### src/kpd_pkg.sv
// ----------------------------------------------------------------------------
// kpd_pkg - shared types and constants of the knock pattern detector
// Widths, reset values, verdict codes and state encodings.
// ----------------------------------------------------------------------------
package kpd_pkg;

  localparam int MAX_BLOCKS_DEF        = 64;
  localparam int MAX_BLOCK_SAMPLES_DEF = 4096;

  localparam int SAMPLE_W = 16;
  localparam int THR_W    = 15;
  localparam logic [THR_W-1:0] THR_RESET = 15'd15000;

  // shared multiplier operands: 30-bit by 16-bit gives a 46-bit product
  localparam int MUL_A_W = 30;
  localparam int MUL_B_W = 16;
  localparam int MUL_P_W = MUL_A_W + MUL_B_W;
  localparam int SUM_W   = 48;

  localparam int QUIET_W = 3;
  localparam logic [QUIET_W-1:0] GAP_MIN = 3'd3;
  localparam logic [QUIET_W-1:0] GAP_MAX = 3'd4;

  typedef enum logic [1:0] {
    VERDICT_NONE   = 2'd0,
    VERDICT_FOUND  = 2'd1,
    VERDICT_NOCODE = 2'd2
  } verdict_t;

  typedef enum logic [2:0] {
    C_IDLE,
    C_SQ,
    C_ACC,
    C_TSQ,
    C_LIM,
    C_CMP,
    C_SCAN,
    C_POST
  } ctl_state_t;

  typedef enum logic [3:0] {
    SC_IDLE,
    SC_FIRST,
    SC_FIRST_W,
    SC_LA1,
    SC_LA2,
    SC_LA3,
    SC_GAP,
    SC_GAP_W,
    SC_DONE
  } scan_state_t;

  typedef struct packed {
    logic done;
    logic found;
  } scan_status_t;

endpackage

### src/kpd_mul.sv
// ----------------------------------------------------------------------------
// kpd_mul - shared multiplier
// One 30x16 unsigned multiplier with a registered product, loaded on enable.
// ----------------------------------------------------------------------------
module kpd_mul (
  input  logic                        clk,
  input  logic                        en,
  input  logic [kpd_pkg::MUL_A_W-1:0] op_a,
  input  logic [kpd_pkg::MUL_B_W-1:0] op_b,
  output logic [kpd_pkg::MUL_P_W-1:0] prod
);
  import kpd_pkg::*;

  logic [MUL_P_W-1:0] prod_r;

  always_ff @(posedge clk) begin
    if (en) begin
      prod_r <= MUL_P_W'(op_a) * MUL_P_W'(op_b);
    end
  end

  assign prod = prod_r;

endmodule

### src/kpd_hist.sv
// ----------------------------------------------------------------------------
// kpd_hist - loud flag history
// One-bit-wide memory, one write port and one registered read port.
// ----------------------------------------------------------------------------
module kpd_hist #(
  parameter int DEPTH = kpd_pkg::MAX_BLOCKS_DEF,
  parameter int IDX_W = $clog2(DEPTH)
) (
  input  logic             clk,
  input  logic             wr_en,
  input  logic [IDX_W-1:0] wr_addr,
  input  logic             wr_data,
  input  logic [IDX_W-1:0] rd_addr,
  output logic             rd_data
);
  logic mem [DEPTH];
  logic rd_data_r;

  always_ff @(posedge clk) begin
    if (wr_en) begin
      mem[wr_addr] <= wr_data;
    end
    rd_data_r <= mem[rd_addr];
  end

  assign rd_data = rd_data_r;

endmodule

### src/kpd_scan.sv
// ----------------------------------------------------------------------------
// kpd_scan - knock code scan sequencer
// Walks the loud history one read at a time looking for three knocks.
// ----------------------------------------------------------------------------
module kpd_scan #(
  parameter int MAX_BLOCKS = kpd_pkg::MAX_BLOCKS_DEF,
  parameter int BLK_W      = $clog2(MAX_BLOCKS + 1),
  parameter int IDX_W      = $clog2(MAX_BLOCKS)
) (
  input  logic                  clk,
  input  logic                  rst_n,
  input  logic                  start,
  input  logic [BLK_W-1:0]      n_blocks,
  output logic [IDX_W-1:0]      rd_addr,
  input  logic                  rd_data,
  output kpd_pkg::scan_status_t status
);
  import kpd_pkg::*;

  scan_state_t         state_r, state_nxt;
  logic [BLK_W-1:0]    first_r, first_nxt;
  logic [BLK_W-1:0]    k_r, k_nxt;
  logic [BLK_W-1:0]    i_r, i_nxt;
  logic [QUIET_W-1:0]  quiet_r, quiet_nxt;
  logic                stage_r, stage_nxt;
  logic                found_r, found_nxt;
  logic [BLK_W-1:0]    k_p1, k_p2;
  logic                look_ok;

  assign k_p1    = k_r + BLK_W'(1);
  assign k_p2    = k_r + BLK_W'(2);
  assign look_ok = ({1'b0, k_r} + (BLK_W+1)'(2)) < {1'b0, n_blocks};

  always_ff @(posedge clk) begin
    if (!rst_n) begin
      state_r <= SC_IDLE;
      found_r <= 1'b0;
      stage_r <= 1'b0;
    end else begin
      state_r <= state_nxt;
      found_r <= found_nxt;
      stage_r <= stage_nxt;
    end
    first_r <= first_nxt;
    k_r     <= k_nxt;
    i_r     <= i_nxt;
    quiet_r <= quiet_nxt;
  end

  always_comb begin
    state_nxt = state_r;
    first_nxt = first_r;
    k_nxt     = k_r;
    i_nxt     = i_r;
    quiet_nxt = quiet_r;
    stage_nxt = stage_r;
    found_nxt = found_r;
    rd_addr   = first_r[IDX_W-1:0];
    status    = '0;

    unique case (state_r)
      SC_IDLE: begin
        if (start) begin
          first_nxt = '0;
          state_nxt = SC_FIRST;
        end
      end
      SC_FIRST: begin
        if (first_r >= n_blocks) begin
          found_nxt = 1'b0;
          state_nxt = SC_DONE;
        end else begin
          state_nxt = SC_FIRST_W;
        end
      end
      SC_FIRST_W: begin
        if (rd_data) begin
          k_nxt     = first_r;
          stage_nxt = 1'b0;
          state_nxt = SC_LA1;
        end else begin
          first_nxt = first_r + BLK_W'(1);
          state_nxt = SC_FIRST;
        end
      end
      SC_LA1: begin
        // lookahead for a two-block knock needs both following blocks present
        rd_addr   = k_p1[IDX_W-1:0];
        quiet_nxt = '0;
        if (look_ok) begin
          state_nxt = SC_LA2;
        end else begin
          i_nxt     = k_p1;
          state_nxt = SC_GAP;
        end
      end
      SC_LA2: begin
        rd_addr = k_p2[IDX_W-1:0];
        if (rd_data) begin
          state_nxt = SC_LA3;
        end else begin
          i_nxt     = k_p1;
          state_nxt = SC_GAP;
        end
      end
      SC_LA3: begin
        if (!rd_data) begin
          k_nxt = k_p1;
          i_nxt = k_p2;
        end else begin
          i_nxt = k_p1;
        end
        state_nxt = SC_GAP;
      end
      SC_GAP: begin
        rd_addr = i_r[IDX_W-1:0];
        if (i_r >= n_blocks) begin
          first_nxt = first_r + BLK_W'(1);
          state_nxt = SC_FIRST;
        end else begin
          state_nxt = SC_GAP_W;
        end
      end
      SC_GAP_W: begin
        if (rd_data) begin
          if (quiet_r == GAP_MIN || quiet_r == GAP_MAX) begin
            if (stage_r) begin
              found_nxt = 1'b1;
              state_nxt = SC_DONE;
            end else begin
              stage_nxt = 1'b1;
              k_nxt     = i_r;
              state_nxt = SC_LA1;
            end
          end else begin
            first_nxt = first_r + BLK_W'(1);
            state_nxt = SC_FIRST;
          end
        end else if (quiet_r == GAP_MAX) begin
          // gap already too long: drop this candidate
          first_nxt = first_r + BLK_W'(1);
          state_nxt = SC_FIRST;
        end else begin
          quiet_nxt = quiet_r + QUIET_W'(1);
          i_nxt     = i_r + BLK_W'(1);
          state_nxt = SC_GAP;
        end
      end
      SC_DONE: begin
        status.done  = 1'b1;
        status.found = found_r;
        state_nxt    = SC_IDLE;
      end
      default: begin
        state_nxt = SC_IDLE;
      end
    endcase
  end

endmodule

### src/knock_pattern_detector_unit.sv
// ----------------------------------------------------------------------------
// knock_pattern_detector_unit - knock code detector on blocked audio
// Energy per block, loud history, and a scan for a three-knock code.
// ----------------------------------------------------------------------------
// Each input beat is one signed sample; in_block_end marks a block's last
// sample. A plain sample passes accept, square and accumulate steps before
// in_ready returns; the shared multiplier is used once for it. A block-end
// sample then adds the loudness test (threshold squared, times the sample
// count, compare) and the history scan, one read at a time on the single
// read port, before in_ready returns. Each block end yields one out beat:
// verdict 0 while undecided, 1 when the code is found, 2 when MAX_BLOCKS
// blocks passed without it. After a verdict of 1 or 2 samples are still
// taken but dropped, and no further out beat appears until reset. A
// finished verdict waits in the output register while new samples are
// accepted. cfg_loud_threshold is written through its own always-ready
// channel; the user must write it only while the block is idle, which the
// block itself does not enforce.
// ----------------------------------------------------------------------------
module knock_pattern_detector_unit #(
  parameter int MAX_BLOCKS        = kpd_pkg::MAX_BLOCKS_DEF,
  parameter int MAX_BLOCK_SAMPLES = kpd_pkg::MAX_BLOCK_SAMPLES_DEF
) (
  input  logic                               clk,
  input  logic                               rst_n,
  input  logic                               in_valid,
  output logic                               in_ready,
  input  logic signed [kpd_pkg::SAMPLE_W-1:0] in_sample,
  input  logic                               in_block_end,
  output logic                               out_valid,
  input  logic                               out_ready,
  output logic [1:0]                         out_verdict,
  input  logic                               cfg_valid,
  output logic                               cfg_ready,
  input  logic [kpd_pkg::THR_W-1:0]          cfg_loud_threshold
);
  import kpd_pkg::*;

  localparam int BLK_W = $clog2(MAX_BLOCKS + 1);
  localparam int IDX_W = $clog2(MAX_BLOCKS);
  localparam int CNT_W = $clog2(MAX_BLOCK_SAMPLES + 1);

  ctl_state_t          state_r, state_nxt;
  logic [THR_W-1:0]    thr_r, thr_nxt;
  logic                halted_r, halted_nxt;
  logic [BLK_W-1:0]    blocks_r, blocks_nxt;
  logic [SUM_W-1:0]    sum_r, sum_nxt;
  logic [CNT_W-1:0]    cnt_r, cnt_nxt;
  logic [SAMPLE_W-1:0] mag_r, mag_nxt;
  logic                end_r, end_nxt;
  logic                found_r, found_nxt;
  logic                out_valid_r, out_valid_nxt;
  verdict_t            verdict_r, verdict_nxt;

  logic                mul_en;
  logic [MUL_A_W-1:0]  mul_a;
  logic [MUL_B_W-1:0]  mul_b;
  logic [MUL_P_W-1:0]  mul_p;
  logic                hist_we;
  logic                hist_wd;
  logic [IDX_W-1:0]    hist_ra;
  logic                hist_rd;
  logic                scan_start;
  scan_status_t        scan_st;
  logic [SUM_W:0]      sum_add;
  logic [SAMPLE_W-1:0] in_mag;

  // magnitude of the signed sample; the most negative value maps to 32768
  assign in_mag  = in_sample[SAMPLE_W-1] ? SAMPLE_W'(~in_sample + 1'b1) : in_sample;
  assign sum_add = {1'b0, sum_r} + (SUM_W+1)'(mul_p);

  kpd_mul u_mul (
    .clk  (clk),
    .en   (mul_en),
    .op_a (mul_a),
    .op_b (mul_b),
    .prod (mul_p)
  );

  kpd_hist #(
    .DEPTH (MAX_BLOCKS),
    .IDX_W (IDX_W)
  ) u_hist (
    .clk     (clk),
    .wr_en   (hist_we),
    .wr_addr (blocks_r[IDX_W-1:0]),
    .wr_data (hist_wd),
    .rd_addr (hist_ra),
    .rd_data (hist_rd)
  );

  kpd_scan #(
    .MAX_BLOCKS (MAX_BLOCKS),
    .BLK_W      (BLK_W),
    .IDX_W      (IDX_W)
  ) u_scan (
    .clk      (clk),
    .rst_n    (rst_n),
    .start    (scan_start),
    .n_blocks (blocks_r),
    .rd_addr  (hist_ra),
    .rd_data  (hist_rd),
    .status   (scan_st)
  );

  always_ff @(posedge clk) begin
    if (!rst_n) begin
      state_r     <= C_IDLE;
      thr_r       <= THR_RESET;
      halted_r    <= 1'b0;
      blocks_r    <= '0;
      sum_r       <= '0;
      cnt_r       <= '0;
      found_r     <= 1'b0;
      out_valid_r <= 1'b0;
    end else begin
      state_r     <= state_nxt;
      thr_r       <= thr_nxt;
      halted_r    <= halted_nxt;
      blocks_r    <= blocks_nxt;
      sum_r       <= sum_nxt;
      cnt_r       <= cnt_nxt;
      found_r     <= found_nxt;
      out_valid_r <= out_valid_nxt;
    end
    mag_r     <= mag_nxt;
    end_r     <= end_nxt;
    verdict_r <= verdict_nxt;
  end

  always_comb begin
    state_nxt     = state_r;
    thr_nxt       = thr_r;
    halted_nxt    = halted_r;
    blocks_nxt    = blocks_r;
    sum_nxt       = sum_r;
    cnt_nxt       = cnt_r;
    mag_nxt       = mag_r;
    end_nxt       = end_r;
    found_nxt     = found_r;
    out_valid_nxt = out_valid_r;
    verdict_nxt   = verdict_r;
    mul_en        = 1'b0;
    mul_a         = '0;
    mul_b         = '0;
    hist_we       = 1'b0;
    hist_wd       = 1'b0;
    scan_start    = 1'b0;

    if (cfg_valid) begin
      thr_nxt = cfg_loud_threshold;
    end

    // retire the pending verdict beat
    if (out_valid_r && out_ready) begin
      out_valid_nxt = 1'b0;
    end

    unique case (state_r)
      C_IDLE: begin
        // once halted, take samples and drop them
        if (in_valid && !halted_r) begin
          mag_nxt   = in_mag;
          end_nxt   = in_block_end;
          state_nxt = C_SQ;
        end
      end
      C_SQ: begin
        mul_en    = 1'b1;
        mul_a     = MUL_A_W'(mag_r);
        mul_b     = MUL_B_W'(mag_r);
        state_nxt = C_ACC;
      end
      C_ACC: begin
        // samples beyond the block limit are ignored, the count holds
        if (cnt_r < CNT_W'(MAX_BLOCK_SAMPLES)) begin
          sum_nxt = sum_add[SUM_W] ? {SUM_W{1'b1}} : sum_add[SUM_W-1:0];
          cnt_nxt = cnt_r + CNT_W'(1);
        end
        state_nxt = end_r ? C_TSQ : C_IDLE;
      end
      C_TSQ: begin
        mul_en    = 1'b1;
        mul_a     = MUL_A_W'(thr_r);
        mul_b     = MUL_B_W'(thr_r);
        state_nxt = C_LIM;
      end
      C_LIM: begin
        // threshold squared is below 2^30, so its low bits carry it all
        mul_en    = 1'b1;
        mul_a     = mul_p[MUL_A_W-1:0];
        mul_b     = MUL_B_W'(cnt_r);
        state_nxt = C_CMP;
      end
      C_CMP: begin
        hist_we    = 1'b1;
        hist_wd    = sum_r > SUM_W'(mul_p);
        blocks_nxt = blocks_r + BLK_W'(1);
        sum_nxt    = '0;
        cnt_nxt    = '0;
        scan_start = 1'b1;
        state_nxt  = C_SCAN;
      end
      C_SCAN: begin
        if (scan_st.done) begin
          found_nxt = scan_st.found;
          state_nxt = C_POST;
        end
      end
      C_POST: begin
        // hold the verdict until the output register is free
        if (!out_valid_r || out_ready) begin
          out_valid_nxt = 1'b1;
          if (found_r) begin
            verdict_nxt = VERDICT_FOUND;
            halted_nxt  = 1'b1;
          end else if (blocks_r >= BLK_W'(MAX_BLOCKS)) begin
            verdict_nxt = VERDICT_NOCODE;
            halted_nxt  = 1'b1;
          end else begin
            verdict_nxt = VERDICT_NONE;
          end
          state_nxt = C_IDLE;
        end
      end
      default: begin
        state_nxt = C_IDLE;
      end
    endcase
  end

  assign in_ready    = (state_r == C_IDLE);
  assign cfg_ready   = 1'b1;
  assign out_valid   = out_valid_r;
  assign out_verdict = verdict_r;

  // once halted with no beat pending, no new verdict beat may appear
  a_halt_silent: assert property (@(posedge clk) disable iff (!rst_n)
    halted_r && !out_valid_r |=> !out_valid_r)
    else $error("verdict beat after halt");

  // the scan reports only while the controller waits for it
  a_scan_done_state: assert property (@(posedge clk) disable iff (!rst_n)
    scan_st.done |-> state_r == C_SCAN)
    else $error("scan done outside scan wait");

  // the history never grows past its depth
  a_blocks_bound: assert property (@(posedge clk) disable iff (!rst_n)
    state_r == C_CMP |-> blocks_r < BLK_W'(MAX_BLOCKS))
    else $error("history overflow");

  // a verdict of found or no code always leaves the block halted
  a_verdict_halts: assert property (@(posedge clk) disable iff (!rst_n)
    out_valid_r && verdict_r != VERDICT_NONE |-> halted_r)
    else $error("final verdict without halt");

endmodule
### config.mk
export PLATFORM = sky130hd
export DESIGN_NAME = knock_pattern_detector_unit
export DESIGN_NICKNAME = d
export VERILOG_FILES = /design/src/kpd_pkg.sv /design/src/kpd_mul.sv /design/src/kpd_hist.sv /design/src/kpd_scan.sv /design/src/knock_pattern_detector_unit.sv
export SDC_FILE = /design/constraint.sdc
export NUM_CORES = 2
export LEC_CHECK = 0
export BUFFER_PORTS_ARGS = -buffer_cell sky130_fd_sc_hd__clkbuf_2
export CAP_MARGIN = 20
export CELL_PAD_IN_SITES_DETAIL_PLACEMENT = 0
export CELL_PAD_IN_SITES_GLOBAL_PLACEMENT = 2
export CORE_MARGIN = 2
export CORE_UTILIZATION = 45
export DETAILED_ROUTE_END_ITERATION = 8
export HOLD_SLACK_MARGIN = 0.03
export PLACE_DENSITY_LB_ADDON = 0.1
export SLEW_MARGIN = 20
export SYNTH_ARGS = -nofsm -noshare
export SYNTH_HDL_FRONTEND = slang
export SYNTH_SLANG_ARGS = --single-unit
### constraint.sdc
create_clock -name clk -period 18.3 [get_ports clk]
set_input_delay 3.66 -clock clk [delete_from_list [all_inputs] [get_ports clk]]
set_output_delay 3.66 -clock clk [all_outputs]
set_load 0.03 [all_outputs]
### Word-level counts from Yosys, hierarchy flattened

Memory sizes are Yosys's and may differ from the RTL's. A register that Yosys moved wholly into a read port is not among the register bits.
Index checks and enable logic that the tools add are counted.
Widths: inputs -> output; s select.

| word-level totals | value |
|---|---|
| memory bits (writable) | 64 |
| output and inout bits | 5 |
| word-level logic and storage cells | 172 |
| memories kept | 1 |
| input port bits | 37 |
| flip-flop bits (word level) | 184 |

Memory list:

| name | words | width | read ports | clocked after memory_dff | write ports | RTL line | RTL |
|---|---|---|---|---|---|---|---|
| u_hist.mem | 64 | 1 | 1 | 1 | 1 | kpd_hist.sv:16 | `logic mem [DEPTH];` |

| operators by class | value |
|---|---|
| bitwise operators | 1 |
| multipliers | 1 |
| multiplexer cells | 67 |
| order comparisons | 6 |
| $add $sub $neg | 10 |
| equality and inequality tests | 37 |
| reduce and logical (&&, ||, !) cells | 29 |

Operators with widths:

| kind | count |
|---|---|
| $mux 7 | 15 |
| $mux 48 | 2 |
| $pmux 48 s2 | 1 |
| $pmux 30 s3 | 1 |
| $pmux 7 s4 | 2 |
| $add 48x46->49 | 1 |
| $gt 48x46->1 | 1 |
| $pmux 16 s3 | 1 |
| $mul 30x16->46 | 1 |
| $pmux 4 s8 | 1 |
| $add 7x1->7 const B | 4 |
| $ne 2x2->1 const B | 13 |
| $pmux 13 s2 | 1 |
| $pmux 3 s8 | 1 |
| $mux 3 | 7 |
| $pmux 7 s3 | 1 |
| $mux 4 | 5 |
| $pmux 6 s3 | 1 |
| $mux 1 | 17 |
| $add 16x1->16 const B | 1 |
| $eq 4x3->1 const B | 4 |
| $not 16->16 | 1 |
| $eq 3x3->1 const B | 5 |
| $mux 15 | 1 |
| 34 further kinds | 63 |

### Longest topological paths before layout

| depth | value |
|---|---|
| word-level depth | 5 |
| mapped depth | 31 |
| mapped depth without buffers | 29 |

### Modules after synthesis

From an unflattened synthesis, not the netlist that was laid out.

| second synthesis, totals | value |
|---|---|
| cell total of the unflattened synthesis | 3439 |
| area total of the unflattened synthesis | 31238.7 um2 |

By module, submodules not included:

| module | area an instance (um2) | seq. area each (um2) | cells an instance | instances |
|---|---|---|---|---|
| kpd_mul | 16672.2 | 1381.3 | 1811 | 1 |
| knock_pattern_detector_unit | 9078.7 | 2352.3 | 1131 | 1 |
| kpd_hist | 2914.0 | 1941.9 | 204 | 1 |
| kpd_scan | 2573.7 | 840.8 | 293 | 1 |

### Least setup slack after synthesis

No wires, ideal clock.

| timing path | value |
|---|---|
| kind | reg2reg |
| from | register state_r[1] |
| to | register u_mul.prod_r[43], in the netlist u_mul.prod[43], data pin |
| data required time | 18.042 ns |
| setup time | 0.258 ns |
| setup slack | 10.494 ns |
| period minus slack after synthesis | 7.806 ns |
| arrival time | 7.549 ns |
| path buffers | 4 |
| cell stages (with the launch flop) | 31 |
| cells stage by stage | dfxtp_1 -> clkbuf_1 -> buf_1 -> mux2i_1 -> nor2_1 -> a21o_1 -> clkbuf_1 -> clkbuf_1 -> nand2_1 -> fa_1 -> inv_1 -> fa_1 -> inv_1 -> fa_1 -> inv_1 -> fa_1 -> fa_1 -> inv_1 -> fa_1 -> inv_1 -> ha_1 -> and3_1 -> a221o_1 -> o211ai_1 -> a21oi_1 -> o22ai_1 -> o31ai_1 -> a31o_2 -> a211oi_1 -> or3_1 -> xnor2_1 |

| on the way | value |
|---|---|
| cells in the longest elaborated chain, start to end | 3 |
| elaborated cells on any way between the ends | 6 |
| those cells by class | mul: 1; eq/ne: 3; mux: 2 |

RTL lines:

| item | RTL line | RTL |
|---|---|---|
| start: declaration | knock_pattern_detector_unit.sv:42 | `ctl_state_t state_r, state_nxt;` |
| start signal: assignment | knock_pattern_detector_unit.sv:116 | `state_r <= state_nxt;` |
| $eq 3x3->1, or another cell as far along | knock_pattern_detector_unit.sv:158 | `unique case (state_r)` |
| $pmux 30 s3 / $pmux 16 s3 (equally long branches) | knock_pattern_detector_unit.sv:158 |  |
| $mul 30x16->46 (*) | kpd_mul.sv:18 | `prod_r <= MUL_P_W'(op_a) * MUL_P_W'(op_b);` |
| end signal: assignment | kpd_mul.sv:18 |  |
| end: declaration | kpd_mul.sv:14 | `logic [MUL_P_W-1:0] prod_r;` |

Every way passes the cells marked *; elsewhere a longest branch is shown, timed or not.
A chain may end at the register's enable or synchronous reset.

### Final worst setup path

| timing path | value |
|---|---|
| from | register state_r[2] |
| to | register u_mul.prod_r[43], in the netlist u_mul.prod[43], data pin |

The elaborated chain is that of the path after synthesis.

==> key figures <==
Run status
  • Result of the run: finished, final reports clean

CTS
  • Num CTS Buffers: 29
  • Post-cts gate resize count: 0
  • CTS root buffer: sky130_fd_sc_hd__clkbuf_16
  • Clock tree from TritonCTS: built
  • Num Clock Sinks: ~250
  • Clk buf depth: 3
  • Clock-pin slew of the registers on the worst-case setup and hold paths: around 0.060 ns
  • Number of buffers inserted by hold repair at cts: 0
  • Worst skew pair latency: roughly 0.60 ns
  • Number of buffers inserted to repair setup after CTS: 0
  • CTS H-tree lvls: 1

Synth
  • Post-synthesis instance area: between 20000 and 30000 µm²
  • Share of synthesized area occupied by flip-flops and latches: between 20% and 30%
  • Primary FF master, synth: sky130_fd_sc_hd__edfxtp_1
  • Number of synthesized flops with an enable pin: between 150 and 200
  • Async set or reset register ratio after synthesis: 0%
  • Fraction of post-synthesis cell area in the top cell type by area: a little over a quarter
  • Cell taking the most area after synthesis: sky130_fd_sc_hd__fa_1
  • Top cells by area, synth: sky130_fd_sc_hd__fa_1 (26%), sky130_fd_sc_hd__edfxtp_1 (15%), sky130_fd_sc_hd__ha_1 (10%), sky130_fd_sc_hd__inv_1 (6.7%), sky130_fd_sc_hd__dfxtp_1 (6.5%)
  • Syn_area_per_cell: around 9 µm²
  • Flip-flop and latch count after synthesis: 249
  • Number of warnings printed during yosys synthesis: 0
  • Instance count of the mapped netlist: between 3000 and 4000
  • Number of distinct standard cells referenced by the synthesized netlist: between 80 and 90

Worst setup path
  • Reg2reg path depth: 27
  • Most used cell along the critical path: sky130_fd_sc_hd__fa_1
  • CP Capture Type: flip-flop
  • Critical Path Start Type: flip-flop
  • Largest stage delay on the critical path: between 1 and 1.5 ns
  • Highest-delay cell along the critical path: sky130_fd_sc_hd__o22ai_1
  • Data required time at the worst endpoint: approximately 19 ns
  • Max FO, Critical Path: 50
  • Worst Path Arrival: 10.19 ns
  • Worst Setup Path Type: flip-flop to flip-flop

Route
  • First-pass detailed-route iteration total: 5
  • Via count of the routed design: 23515
  • DRC violation count after routing: 0
  • Total wire length: between 90000 and 100000 µm
  • DR vias/cell: 5.59
  • Detailed router's first-iteration violation count: 1760
  • DR WL/cell: 21.4 µm
  • Number of routed nets with antenna violations: 0

Finish
  • Final Non-Filler Cells: roughly 4200
  • Most common cell after layout, fill and taps aside: sky130_fd_sc_hd__inv_1
  • Growth of design area from synthesis to finish: 7.92%
  • Nets: ~4000
  • Fill cell total of the finished layout: 6299
  • Top library cells by usage in the layout, fill and taps aside: sky130_fd_sc_hd__inv_1 (529), sky130_fd_sc_hd__nor2_1 (393), sky130_fd_sc_hd__fa_1 (391)
  • Number of antenna diodes: 0
  • Fraction of final layout cells with drive strength greater than 1: 5.74%

Floorplan
  • Starting density of the core: a little under half
  • Vert. Die Dim: around 260 µm
  • Site row count: 94
  • Core region area: about 66000 µm²
  • Horizontal extent of the die: roughly 260 µm
  • I/O pin count: 42
  • Floorplan die area: 68100 µm²

Timing
  • Minimum clock period: 9.85 ns
  • Final Max Slew Viols: 0
  • Final setup TNS: 0 ns
  • Setup repair after global routing missed its margin: false
  • Final hold violation count: 0
  • Slew of the pin with the lowest slew margin: about 1.2 ns
  • Achievable frequency: approximately 100 MHz
  • Period utilisation layout: a little over half
  • Setup Viol. Count Final: 0
  • Worst Skew: 0.0276 ns
  • Headroom to the max-slew limit: 19.6%

Power and ir drop
  • Maximum ir drop on the vdd rail: 0.0732 mV
  • Leakage power of the design: 0.0139 µW
  • Power Density: a little over 90 nW/µm²

GRT
  • Initial antenna violation count: 1
  • Maximum number of pins on one net before global-route repair: 66
  • Overall track demand over capacity in global routing: 27.1%
  • Grt total ovfl: 0
  • Wire length of the first global-routing pass: 140000 µm
  • Number of global-route vias before repair: 24169

Placed design
  • Number of cells after detailed placement: 4156
  • Buffers added on ports: 40
  • Post-DP HPWL: roughly 70000 µm
  • Routability Congestion: roughly 0.9

Worst hold path
  • Worst min path class: flip-flop to flip-flop
  • WHS Path Cells: 0

Flow run
  • Max-cap check violation count: 0
cells in the mapped netlist, types with 9 or more instances:
cell,n
sky130_fd_sc_hd__a211oi_1,50
sky130_fd_sc_hd__a21o_1,39
sky130_fd_sc_hd__a21oi_1,213
sky130_fd_sc_hd__a311oi_1,15
sky130_fd_sc_hd__a41oi_1,9
sky130_fd_sc_hd__and3_1,12
sky130_fd_sc_hd__clkbuf_1,117
sky130_fd_sc_hd__dfxtp_1,96
sky130_fd_sc_hd__edfxtp_1,153
sky130_fd_sc_hd__fa_1,391
sky130_fd_sc_hd__ha_1,240
sky130_fd_sc_hd__inv_1,529
sky130_fd_sc_hd__mux2_2,9
sky130_fd_sc_hd__mux2i_1,76
sky130_fd_sc_hd__nand2_1,355
sky130_fd_sc_hd__nand2b_1,28
sky130_fd_sc_hd__nand3_1,46
sky130_fd_sc_hd__nand4_1,20
sky130_fd_sc_hd__nor2_1,394
sky130_fd_sc_hd__nor2b_1,20
sky130_fd_sc_hd__nor3_1,34
sky130_fd_sc_hd__nor4_1,18
sky130_fd_sc_hd__o211ai_1,10
sky130_fd_sc_hd__o21a_1,9
sky130_fd_sc_hd__o21ai_0,67
sky130_fd_sc_hd__o21bai_1,27
sky130_fd_sc_hd__o22ai_1,19
sky130_fd_sc_hd__o31ai_1,17
sky130_fd_sc_hd__or3_1,18
sky130_fd_sc_hd__xnor2_1,106
sky130_fd_sc_hd__xor2_1,26
layer usage:
| layer | wire length [µm] | share of wire [%] | vias up | GRT usage [%] |
|---|---|---|---|---|
| met2 | 43600 | 48 | 724 | 44.9 |
| met5 | 13 | 0.014 | - | 0 |
| met4 | 3180 | 3.5 | 2 | 9.35 |
| met1 | 38300 | 42 | 11855 | 36.4 |
| li1 | - | - | 10755 | - |
| met3 | 5160 | 5.7 | 179 | 3.82 |
cells by family after synthesis:
group           synth area share, %
other cells                  0.0253
buf+inv                        8.52
xor+xnor                       3.89
fa+ha+maj                      36.5
compound gates                 12.2
mux                            2.90
simple gates                   14.0
flops                          21.9
critical path: cells and delay by family, from the launching register on:
family          cells  cell delay, ns
compound gates      8            3.02
xor+xnor            1            0.13
fa+ha+maj           7            3.52
buf+inv             7            1.35
flops               1            0.54
simple gates        4            1.01
state kept, by name, indices dropped and copies added (netlist names), 4 cells and up:
register        cells
u_hist.mem         64
sum_r              48
u_mul.prod         46
mag_r              16
thr_r              15
cnt_r              13
blocks_r            7
u_scan.first_r      7
u_scan.i_r          7
u_scan.k_r          7
u_scan.state_r      4
per-stage QoR:
step	total power, µW	setup slack [ns]	cell area (µm²)	util, %	hold slack, ns
after detailed placement	2330	8.68	31000	47.4	0.453
final	2920	8.45	32000	48.9	0.470
after floorplan	1850	10.49	29800	-	0.432
after global placement	2310	8.87	31000	47.4	0.449
after CTS	2930	8.67	32000	48.9	0.473
after global routing	3150	8.06	32000	48.9	0.491
final cells by class:
class / count / area [µm²] / share of cell area, %
multi-input combinational: 2421 / 20900 / 65.3
timing repair buffer: 88 / 561 / 1.75
sequential: 249 / 6520 / 20.3
tap: 864 / 1080 / 3.37
clock buffer: 36 / 762 / 2.38
clock inverter: 18 / 195 / 0.609
inverter: 534 / 2000 / 6.25
power breakdown:
part	switching [µW]	internal, µW	total, µW
Combinational	1020	536	1560
Sequential	76.4	701	777
Clock	250	340	590
Total	1350	1580	2920
path summary, 6_finish.rpt:
check                           startpoint             end  slack [ns]
worst max register to register  state_r[2]  u_mul.prod[43]        8.45
worst min-delay path               found_r  out_verdict[0]        0.47
worst max-delay path            state_r[2]  u_mul.prod[43]        8.45
worst min register to register     found_r  out_verdict[0]        0.47
Note: power is estimated with default switching activity, not from simulation.
